--- src/rtl/resistor_ladder_button_decoder_macros.svh ---
// assertion macros for the decoder modules, included by the sequencer
`ifndef RESISTOR_LADDER_BUTTON_DECODER_MACROS_SVH
`define RESISTOR_LADDER_BUTTON_DECODER_MACROS_SVH

// checked property, idle while reset is high
`define RLBD_ASSERT(lbl, clk, rst, prop, msg) \
  lbl: assert property (@(posedge clk) disable iff (rst) prop) else $error(msg);

// checked property that also holds during reset
`define RLBD_ASSERT_ALWAYS(lbl, clk, prop, msg) \
  lbl: assert property (@(posedge clk) prop) else $error(msg);

`endif

--- src/rtl/rlbd_pkg.sv ---
// shared types and constants of the ladder button decoder
package rlbd_pkg;

  localparam int CNT_W     = 4;
  localparam int DEB_W     = 16;
  localparam int CFG_IDX_W = 4;
  localparam int CFG_W     = 64;
  localparam int THR_W     = 16;
  localparam int PAT_W     = 8;
  localparam int SLOT_W    = 3;

  localparam logic [CFG_IDX_W-1:0] REG_BUTTON_COUNT = 4'd0;
  localparam logic [CFG_IDX_W-1:0] REG_DEBOUNCE_MS  = 4'd1;
  localparam logic [CFG_IDX_W-1:0] REG_THR_LOWER    = 4'd2;
  localparam logic [CFG_IDX_W-1:0] REG_THR_UPPER    = 4'd3;

  localparam logic [CNT_W-1:0] COUNT_RESET    = 4'd4;
  localparam logic [DEB_W-1:0] DEBOUNCE_RESET = 16'd50;

  typedef struct packed {
    logic load;
    logic step;
    logic commit;
  } cmd_t;

  typedef struct packed {
    logic zero_count;
    logic last_step;
    logic out_free;
  } status_t;

endpackage

--- src/rtl/resistor_ladder_button_decoder.sv ---
// top level of the ladder button decoder
//
//  channel | handshake           | payload
//  --------+---------------------+-----------------------------------------
//  cfg     | cfg_valid/cfg_ready | cfg_index, cfg_data
//  in      | in_valid/in_ready   | adc_sample, time_ms
//  out     | out_valid/out_ready | raw_pattern, stable_pattern, stable_changed
//
// a result is loaded into the output register after one compare-subtract
// step per button, n being the saturated button count, then a commit step
// a new sample is taken as soon as the previous result is in the output
// register, even while that beat is still stalled; a second result waits in
// the commit state with in_ready low until the output register frees up
// reset restores button_count 4, debounce_ms 50, thresholds 0, debounce patterns 0
// cfg_ready is always high
module resistor_ladder_button_decoder
  import rlbd_pkg::*;
#(
  parameter int ADC_BITS    = 10,
  parameter int MAX_BUTTONS = 8,
  parameter int TIME_BITS   = 32
) (
  input  logic                 clk,
  input  logic                 rst,
  input  logic                 cfg_valid,
  output logic                 cfg_ready,
  input  logic [CFG_IDX_W-1:0] cfg_index,
  input  logic [CFG_W-1:0]     cfg_data,
  input  logic                 in_valid,
  output logic                 in_ready,
  input  logic [ADC_BITS-1:0]  adc_sample,
  input  logic [TIME_BITS-1:0] time_ms,
  output logic                 out_valid,
  input  logic                 out_ready,
  output logic [PAT_W-1:0]     raw_pattern,
  output logic [PAT_W-1:0]     stable_pattern,
  output logic                 stable_changed
);

  cmd_t    cmd;
  status_t status;

  assign cfg_ready = 1'b1;

  rlbd_ctrl u_ctrl (
    .clk      (clk),
    .rst      (rst),
    .in_valid (in_valid),
    .in_ready (in_ready),
    .status   (status),
    .cmd      (cmd)
  );

  rlbd_dp #(
    .ADC_BITS    (ADC_BITS),
    .MAX_BUTTONS (MAX_BUTTONS),
    .TIME_BITS   (TIME_BITS)
  ) u_dp (
    .clk            (clk),
    .rst            (rst),
    .cfg_valid      (cfg_valid),
    .cfg_index      (cfg_index),
    .cfg_data       (cfg_data),
    .adc_sample     (adc_sample),
    .time_ms        (time_ms),
    .cmd            (cmd),
    .status         (status),
    .out_valid      (out_valid),
    .out_ready      (out_ready),
    .raw_pattern    (raw_pattern),
    .stable_pattern (stable_pattern),
    .stable_changed (stable_changed)
  );

endmodule

--- src/rtl/rlbd_ctrl.sv ---
// sequencer: accept a sample, walk the buttons, hand the result over
module rlbd_ctrl
  import rlbd_pkg::*;
(
  input  logic    clk,
  input  logic    rst,
  input  logic    in_valid,
  output logic    in_ready,
  input  status_t status,
  output cmd_t    cmd
);

`include "resistor_ladder_button_decoder_macros.svh"

  localparam logic [1:0] ST_IDLE = 2'd0;
  localparam logic [1:0] ST_STEP = 2'd1;
  localparam logic [1:0] ST_DONE = 2'd2;

  logic [1:0] state;
  logic [1:0] state_next;

  always_ff @(posedge clk) begin
    if (rst) begin
      state <= ST_IDLE;
    end else begin
      state <= state_next;
    end
  end

  always_comb begin
    state_next = state;
    cmd        = '0;
    in_ready   = 1'b0;
    unique case (state)
      ST_IDLE: begin
        in_ready = 1'b1;
        if (in_valid) begin
          cmd.load   = 1'b1;
          state_next = status.zero_count ? ST_DONE : ST_STEP;
        end
      end
      ST_STEP: begin
        cmd.step = 1'b1;
        if (status.last_step) begin
          state_next = ST_DONE;
        end
      end
      ST_DONE: begin
        if (status.out_free) begin
          cmd.commit = 1'b1;
          state_next = ST_IDLE;
        end
      end
      default: begin
        state_next = ST_IDLE;
      end
    endcase
  end

  `RLBD_ASSERT(a_commit_needs_room, clk, rst, cmd.commit |-> status.out_free, "commit into a full output register")
  `RLBD_ASSERT(a_zero_skips_steps, clk, rst, (cmd.load && status.zero_count) |=> !cmd.step, "step issued with no buttons")
  `RLBD_ASSERT(a_one_cmd, clk, rst, $onehot0({cmd.load, cmd.step, cmd.commit}), "more than one command at once")
  `RLBD_ASSERT(a_commit_returns_idle, clk, rst, cmd.commit |=> in_ready, "not ready after commit")

endmodule

--- src/rtl/rlbd_dp.sv ---
// datapath: config registers, threshold walk, debounce state, output register
module rlbd_dp
  import rlbd_pkg::*;
#(
  parameter int ADC_BITS    = 10,
  parameter int MAX_BUTTONS = 8,
  parameter int TIME_BITS   = 32
) (
  input  logic                  clk,
  input  logic                  rst,
  input  logic                  cfg_valid,
  input  logic [CFG_IDX_W-1:0]  cfg_index,
  input  logic [CFG_W-1:0]      cfg_data,
  input  logic [ADC_BITS-1:0]   adc_sample,
  input  logic [TIME_BITS-1:0]  time_ms,
  input  cmd_t                  cmd,
  output status_t               status,
  output logic                  out_valid,
  input  logic                  out_ready,
  output logic [PAT_W-1:0]      raw_pattern,
  output logic [PAT_W-1:0]      stable_pattern,
  output logic                  stable_changed
);

  localparam int CW = ((ADC_BITS + 1 > THR_W) ? ADC_BITS + 1 : THR_W) + 1;
  localparam logic [CNT_W-1:0] MAXB = CNT_W'(MAX_BUTTONS);
  localparam logic [4:0] MEXP = 5'(ADC_BITS - 2);

  // configuration
  logic [CNT_W-1:0]   button_count;
  logic [DEB_W-1:0]   debounce_ms;
  logic [CFG_W-1:0]   thr_lower;
  logic [CFG_W-1:0]   thr_upper;

  always_ff @(posedge clk) begin
    if (rst) begin
      button_count <= COUNT_RESET;
      debounce_ms  <= DEBOUNCE_RESET;
      thr_lower    <= '0;
      thr_upper    <= '0;
    end else if (cfg_valid) begin
      unique case (cfg_index)
        REG_BUTTON_COUNT: button_count <= cfg_data[CNT_W-1:0];
        REG_DEBOUNCE_MS:  debounce_ms  <= cfg_data[DEB_W-1:0];
        REG_THR_LOWER:    thr_lower    <= cfg_data;
        REG_THR_UPPER:    thr_upper    <= cfg_data;
        default: ;
      endcase
    end
  end

  logic [CNT_W-1:0] cnt_sat;
  logic [4:0]       mexp_sh;
  logic [ADC_BITS-1:0] margin_init;

  assign cnt_sat = (button_count > MAXB) ? MAXB : button_count;
  assign mexp_sh = MEXP - 5'(cnt_sat);
  assign margin_init = ({1'b0, cnt_sat} <= MEXP) ? (ADC_BITS'(1) << mexp_sh) : '0;

  // walk registers
  logic [ADC_BITS-1:0]  rem;
  logic [ADC_BITS-1:0]  margin;
  logic [SLOT_W-1:0]    slot;
  logic [PAT_W-1:0]     pattern;
  logic [TIME_BITS-1:0] now;

  logic [2*CFG_W-1:0] thr_all;
  logic [THR_W-1:0]   thr;
  logic [CW-1:0]      rem_x;
  logic [CW-1:0]      thr_x;
  logic [CW-1:0]      lhs;
  logic [CW-1:0]      diff;
  logic               pressed;
  logic [SLOT_W-1:0]  bit_idx;
  logic [CNT_W-1:0]   slot_x;

  assign thr_all = {thr_upper, thr_lower};
  assign thr     = thr_all[{slot, 4'b0000} +: THR_W];
  assign rem_x   = CW'(rem);
  assign thr_x   = CW'(thr);
  // rem > thr - margin, kept unsigned by moving the margin across
  assign lhs     = rem_x + CW'(margin);
  assign pressed = lhs > thr_x;
  assign diff    = rem_x - thr_x;
  assign slot_x  = CNT_W'(slot);
  assign bit_idx = SLOT_W'(cnt_sat - 1'b1 - slot_x);

  always_ff @(posedge clk) begin
    if (cmd.load) begin
      rem     <= adc_sample;
      margin  <= margin_init;
      slot    <= '0;
      pattern <= '0;
      now     <= time_ms;
    end else if (cmd.step) begin
      slot <= slot + 1'b1;
      if (pressed) begin
        pattern[bit_idx] <= 1'b1;
        rem <= (rem_x > thr_x) ? diff[ADC_BITS-1:0] : '0;
      end
    end
  end

  // debounce state
  logic [PAT_W-1:0]     last_raw;
  logic [PAT_W-1:0]     stable_bits;
  logic [TIME_BITS-1:0] change_time;
  logic [TIME_BITS-1:0] change_time_next;
  logic [TIME_BITS-1:0] elapsed;
  logic [PAT_W-1:0]     stable_next;

  assign change_time_next = (pattern != last_raw) ? now : change_time;
  assign elapsed          = now - change_time_next;
  assign stable_next = (elapsed > TIME_BITS'(debounce_ms)) ? pattern : stable_bits;

  always_ff @(posedge clk) begin
    if (rst) begin
      last_raw    <= '0;
      stable_bits <= '0;
      change_time <= '0;
      out_valid   <= 1'b0;
    end else begin
      if (cmd.commit) begin
        last_raw    <= pattern;
        stable_bits <= stable_next;
        change_time <= change_time_next;
        out_valid   <= 1'b1;
      end else if (out_ready) begin
        out_valid <= 1'b0;
      end
    end
  end

  // result beat
  always_ff @(posedge clk) begin
    if (cmd.commit) begin
      raw_pattern    <= pattern;
      stable_pattern <= stable_next;
      stable_changed <= stable_next != stable_bits;
    end
  end

  assign status.zero_count = cnt_sat == '0;
  assign status.last_step  = slot_x == cnt_sat - 1'b1;
  assign status.out_free   = !out_valid || out_ready;

endmodule

--- config.mk ---
export PLATFORM = sky130hd
export DESIGN_NAME = resistor_ladder_button_decoder
export DESIGN_NICKNAME = d
export VERILOG_FILES = /design/src/rtl/rlbd_pkg.sv /design/src/rtl/resistor_ladder_button_decoder.sv /design/src/rtl/rlbd_ctrl.sv /design/src/rtl/rlbd_dp.sv
export VERILOG_INCLUDE_DIRS = /design/src /design/src/rtl
export SDC_FILE = /design/constraint.sdc
export NUM_CORES = 1
export LEC_CHECK = 0
export ABC_AREA = 1
export BUFFER_PORTS_ARGS = -buffer_cell sky130_fd_sc_hd__buf_2
export CORE_MARGIN = 3
export CORE_UTILIZATION = 40
export CTS_BUF_LIST = sky130_fd_sc_hd__clkbuf_4 sky130_fd_sc_hd__clkbuf_8
export DETAILED_ROUTE_END_ITERATION = 8
export SYNTH_ARGS = -nofsm -noshare
export SYNTH_HDL_FRONTEND = slang
export SYNTH_SLANG_ARGS = --single-unit
--- constraint.sdc ---
create_clock -name clk -period 5.3 [get_ports clk]
set_input_delay 0 -clock clk [delete_from_list [all_inputs] [get_ports clk]]
set_output_delay 0 -clock clk [all_outputs]
set_load 0.02 [all_outputs]
# After elaboration in Yosys (flattened, before gate mapping)
# Cells that the tools add are included.
# W data, S select, Z words.
# word_totals
regBits,279
input_bits,115
out_inout_bits,20
word_cells,83
# classes
add_sub_neg,7
n_lt_le_gt_ge,7
n_eq_ne,11
shift,2
n_mux,22
n_bitwise,1
reduce_logical,16
# op_table
op,n
$shiftx A128 B8 Y16,1
$mux W10,4
$gt A32 B16 Y1,1
$mux W32,1
$sub A32 B32 Y32,1
$gt A10 B16 Y1,1
$gt A11 B16 Y1,1
$ne A8 B8 Y1,2
$reduce_and A2 Y1,6
$add A10 B10 Y11,1
$shl A1 B5 Y10 const A,1
$sub A10 B10 Y10,1
$mux W1,9
$eq A4 B2 Y1 const B,2
$logic_not A4 Y1,2
$mux W2,4
$mux W8,1
$or A8 B8 Y8,1
$ne A2 B2 Y1 const B,3
$pmux W2 S3,1
$reduce_bool A2 Y1,3
$sub A4 B4 Y5 const A,1
$eq A3 B4 Y1,1
$eq A4 B1 Y1 const B,1
other kinds (16),16

# Longest topological paths before layout
# logic_depth
word_depth,9
depth_mapped,42
ltp_nobuf,40

# Modules after synthesis
# From an unflattened synthesis, not the netlist that was laid out.
# unflattened
cells_unflattened,1980
hier_area_um2,15073.2
# modules_own_cells
module,n_inst,cells_each,area_each_um2
rlbd_dp,1,1955,14915.6
rlbd_ctrl,1,23,146.4
resistor_ladder_button_decoder,1,2,11.3

# Worst setup path after synthesis
# No wires, ideal clock.
# synth_path
path_kind,reg2reg
startpoint,register u_dp.pattern[5]
endpoint,"register u_dp.stable_changed, data pin"
t_arrival_ps,5109
required_time_ps,5046
setup_slack_ps,-63
path_stages_with_launch,41
path_buffers,3
synth_period_minus_slack_ps,5363
path_cell_list,dfxtp_1 -> inv_1 -> nand2_1 -> nand2_1 -> nor2_1 -> nand2_2 -> nor2_8 -> buf_6 -> clkbuf_1 -> o21ai_0 -> ha_1 -> fa_1 -> nand3b_1 -> nand2_1 -> a21boi_0 -> inv_1 -> nand2_1 -> nand3b_1 -> (+5 left out) -> xor2_1 -> ha_1 -> nand2_1 -> nor4_1 -> a22oi_1 -> nor2_1 -> nand3_1 -> nor2_1 -> nand2_1 -> nor2_1 -> nand2_2 -> buf_6 -> nand3_1 -> nand2_1 -> inv_1 -> nand2_1 -> nor2_1 -> nand2_1
# synth_via
elab_chain_cells,6
# synth_lines
element,line,text
start: declaration,rlbd_dp.sv:64,logic [PAT_W-1:0] pattern;
start signal: assignment,rlbd_dp.sv:93,pattern <= '0;
start signal: indexed assignment,rlbd_dp.sv:98,pattern[bit_idx] <= 1'b1;
$ne A8 B8 Y1,rlbd_dp.sv:112,assign change_time_next = (pattern != last_raw) ? now : change_time;
$mux W32,rlbd_dp.sv:112,
named net u_dp.change_time_next[0],rlbd_dp.sv:108,logic [TIME_BITS-1:0] change_time_next;
$sub A32 B32 Y32,rlbd_dp.sv:113,assign elapsed = now - change_time_next;
$gt A32 B16 Y1,rlbd_dp.sv:114,assign stable_next = (elapsed > TIME_BITS'(debounce_ms)) ? pattern : stable_bits;
$mux W8,rlbd_dp.sv:114,
$ne A8 B8 Y1,rlbd_dp.sv:139,stable_changed <= stable_next != stable_bits;
end signal: assignment,rlbd_dp.sv:139,
end: declaration,rlbd_dp.sv:22,output logic stable_changed
# The timed path passes the listed nets, and every way through them passes these cells.
# A chain may end at the register's enable or synchronous reset.

# Final worst setup path
# layout_path
startpoint,register u_dp.pattern[7]
endpoint,"register u_dp.stable_changed, data pin"
# layout_via
elab_chain_cells,6
# layout_lines
element,line
$ne A8 B8 Y1,rlbd_dp.sv:112
$mux W32,rlbd_dp.sv:112
$sub A32 B32 Y32,rlbd_dp.sv:113
$gt A32 B16 Y1,rlbd_dp.sv:114
$mux W8 *,rlbd_dp.sv:114
$ne A8 B8 Y1 *,rlbd_dp.sv:139
# Mark *: on every way between the ends. The rest lies on a longest branch, timed or not.

==> qor.csv <==
metric,value,unit
outcome,finished clean,
crit_path_frequent_cell,nand2_1,
fin_crit_sh,0.934,
rows,70,
finalHoldViolCount,0,
chipWidth,199,um
grt_pass1_vias,13200,
ys_seq_area_frac,0.420,
h-tree-depth,2,
cp_data_required_time,5670,ps
ys_top_cells_by_area,"dfxtp_1 (28%), edfxtp_1 (14%), a21oi_1 (9.7%)",
grt_overflow,0,
slew_viol_final,0,
post-route-worst-setup-slack,349,ps
first_pass_iters,6,
clock-root-buffer,clkbuf_8,
hold_ws,65.4,ps
async_flop_share,0,
syn_to_final_growth,24.5,%
p_leak,0.00802,uW
place_congestion,0.882,
crit_fanout,9,
final_cell_mix,"inv_1 (339), a21oi_1 (289), o21ai_0 (248)",
cp-start-kind,register,
hp-class,in -> reg,
postSynthCellCount,1964,
antenna_found_initial,1,
syn_area,15000,um2
slowest_stage,dfxtp_1,
grt_max_degree,129,
fin_skew,29.2,ps
track_usage,0.208,
vias,13700,
fill_cells,3572,
numPortBuffers,133,
grt_pass1_wl,66500,um
tns,0,ps
cts.sinks,279,
clock_latency,610,ps
worst_ir_drop_vdd,373,uV
clkTransAtPathRegs,60,ps
max-clock-path-buffers,3,
synth_flop_cell,dfxtp_1,
p_per_area,634,nW/um2
yosysTopAreaCell,dfxtp_1,
fin_cells,2731,
worst-endpoint-arrival,5320,ps
min_period,4950,ps
yosys.area.top_type_share,0.281,
synthDistinctLibCells,46,
via_per_inst,5.02,
design.core.area,36700,um2
numCtsBuffers,50,
drive_above_1_share,0.142,
nets,2431,
synth_edf_count,69,
seqCellArea,6280,um2
start_util,0.408,
ff2ff_setup_slack,350,ps
finalWirelength,41800,um
synth_area_per_cell,7.62,um2
tritoncts,built,
drc,0,
critPathKind,reg -> reg,
syn_nets,2167,
io-pin-count,135,
die-area,39700,um2
max_freq,0.202,GHz
multiInputGateArea,7190,um2
yosys_warnings,0,
maxCapViolCount,0,
max_slew_margin,0.250,
tightest_slew,1120,ps
max_stage_delay,370,ps
finalCoreUtilization,0.507,
drt.antenna.violating_nets,0,
place_ws,-52.3,ps
hpwl,29300,um
final_common_cell,inv_1,
drt_iter0_drc,749,
critPathCaptureType,register,
setup_viol,0,
synth-seq-cells,279,
wl_per_cell,15.3,um
dp_cells,2515,
die_y,199,um
## synth_stat cells (12+ instances only)
cell	instances
o21ai_0	251
xor2_1	15
dfxtp_1	210
nand3_1	103
ha_1	84
edfxtp_1	69
clkbuf_1	79
nand2_1	244
xnor2_1	12
mux2i_1	22
nor2_1	90
nand4_1	18
inv_1	341
o211ai_1	25
nor3_1	20
a21oi_1	290
## logic make-up (layout without fill, tap and decap cells)
| kind of cell | after synthesis | count (layout) | share of synthesized area |
|---|---|---|---|
| fa+ha+maj | 88 | 88 | 0.0756 |
| mux | 22 | 22 | 0.0147 |
| compound gates | 618 | 618 | 0.220 |
| simple gates | 494 | 496 | 0.143 |
| xor+xnor | 27 | 27 | 0.0158 |
| other cells | 1 | 2 | 0.000251 |
| buf+inv | 435 | 731 | 0.111 |
| flops | 279 | 279 | 0.420 |
## flip-flops by register name, indices dropped and copies added (netlist names)
| signal | flops |
|---|---|
| u_dp.now | 32 |
| u_dp.margin | 10 |
| u_dp.rem | 10 |
| u_dp.last_raw | 8 |
| u_dp.change_time | 32 |
| u_ctrl.state | 2 |
| u_dp.stable_pattern | 8 |
| u_dp.out_valid | 1 |
| u_dp.thr_lower | 64 |
| u_dp.debounce_ms | 16 |
| u_dp.raw_pattern | 8 |
| u_dp.slot | 3 |
| u_dp.stable_bits | 8 |
| u_dp.button_count | 4 |
| u_dp.pattern | 8 |
| u_dp.thr_upper | 64 |
| u_dp.stable_changed | 1 |
## final cells by class
type / count / share of cell area
Timing Repair Buffer: 300 / 0.120
Tap cell: 468 / 0.0314
Clock inverter: 11 / 0.00611
Antenna cell: 1 / 0.000134
Clock buffer: 75 / 0.0484
Inverter: 345 / 0.0697
Sequential cell: 279 / 0.337
Multi-Input combinational cell: 1252 / 0.386
## metal layers
layer | track usage | routed length [um] | up-vias
met5 | 0 | 0 | -
met4 | 0.0569 | 901 | 0
met3 | 0.0368 | 1890 | 62
met2 | 0.357 | 19800 | 260
met1 | 0.271 | 19200 | 6296
li1 | - | - | 7082
## through the flow
stage	power (uW)	instance area (um2)
final	11800	18600
after detailed placement	9410	16200
after floorplan	7560	15000
after CTS	11600	18500
after global placement	9290	16200
after global routing	13000	18600
## path summary, 6_finish.rpt
check,from,to,depth (start not counted)
max reg2reg,u_dp.pattern[7],u_dp.stable_changed,31
min,cfg_index[3],u_dp.thr_upper[15],5
min reg2reg,u_dp.thr_upper[9],u_dp.thr_upper[9],2
max,u_dp.pattern[7],u_dp.stable_changed,31
## critical path, delay by kind of cell (launching register included)
family,cells,cell delay [ps]
multiplexers,1,260
flip-flops,1,370
AO/OA/AOI/OAI,6,980
AND/OR/NAND/NOR,17,1840
adder cells (fa/ha/maj),2,620
buffers and inverters,4,470
XOR/XNOR,1,170
## what timing repair did
| action | CTS | global route |
|---|---|---|
| hold buffers | 124 | 0 |
| buffers inserted | 0 | 3 |
| gates cloned | 0 | 2 |
| gates resized for setup | 2 | 38 |
| endpoints found under the hold margin | 199 | 0 |
| endpoints found under the setup margin | 15 | 17 |
| pin swaps | 0 | 10 |
## power by group
group | switching, uW | internal, uW
logic | 4310 | 2780
clock network | 880 | 1180
registers | 177 | 2490
Note: power is estimated with default switching activity, not from simulation.
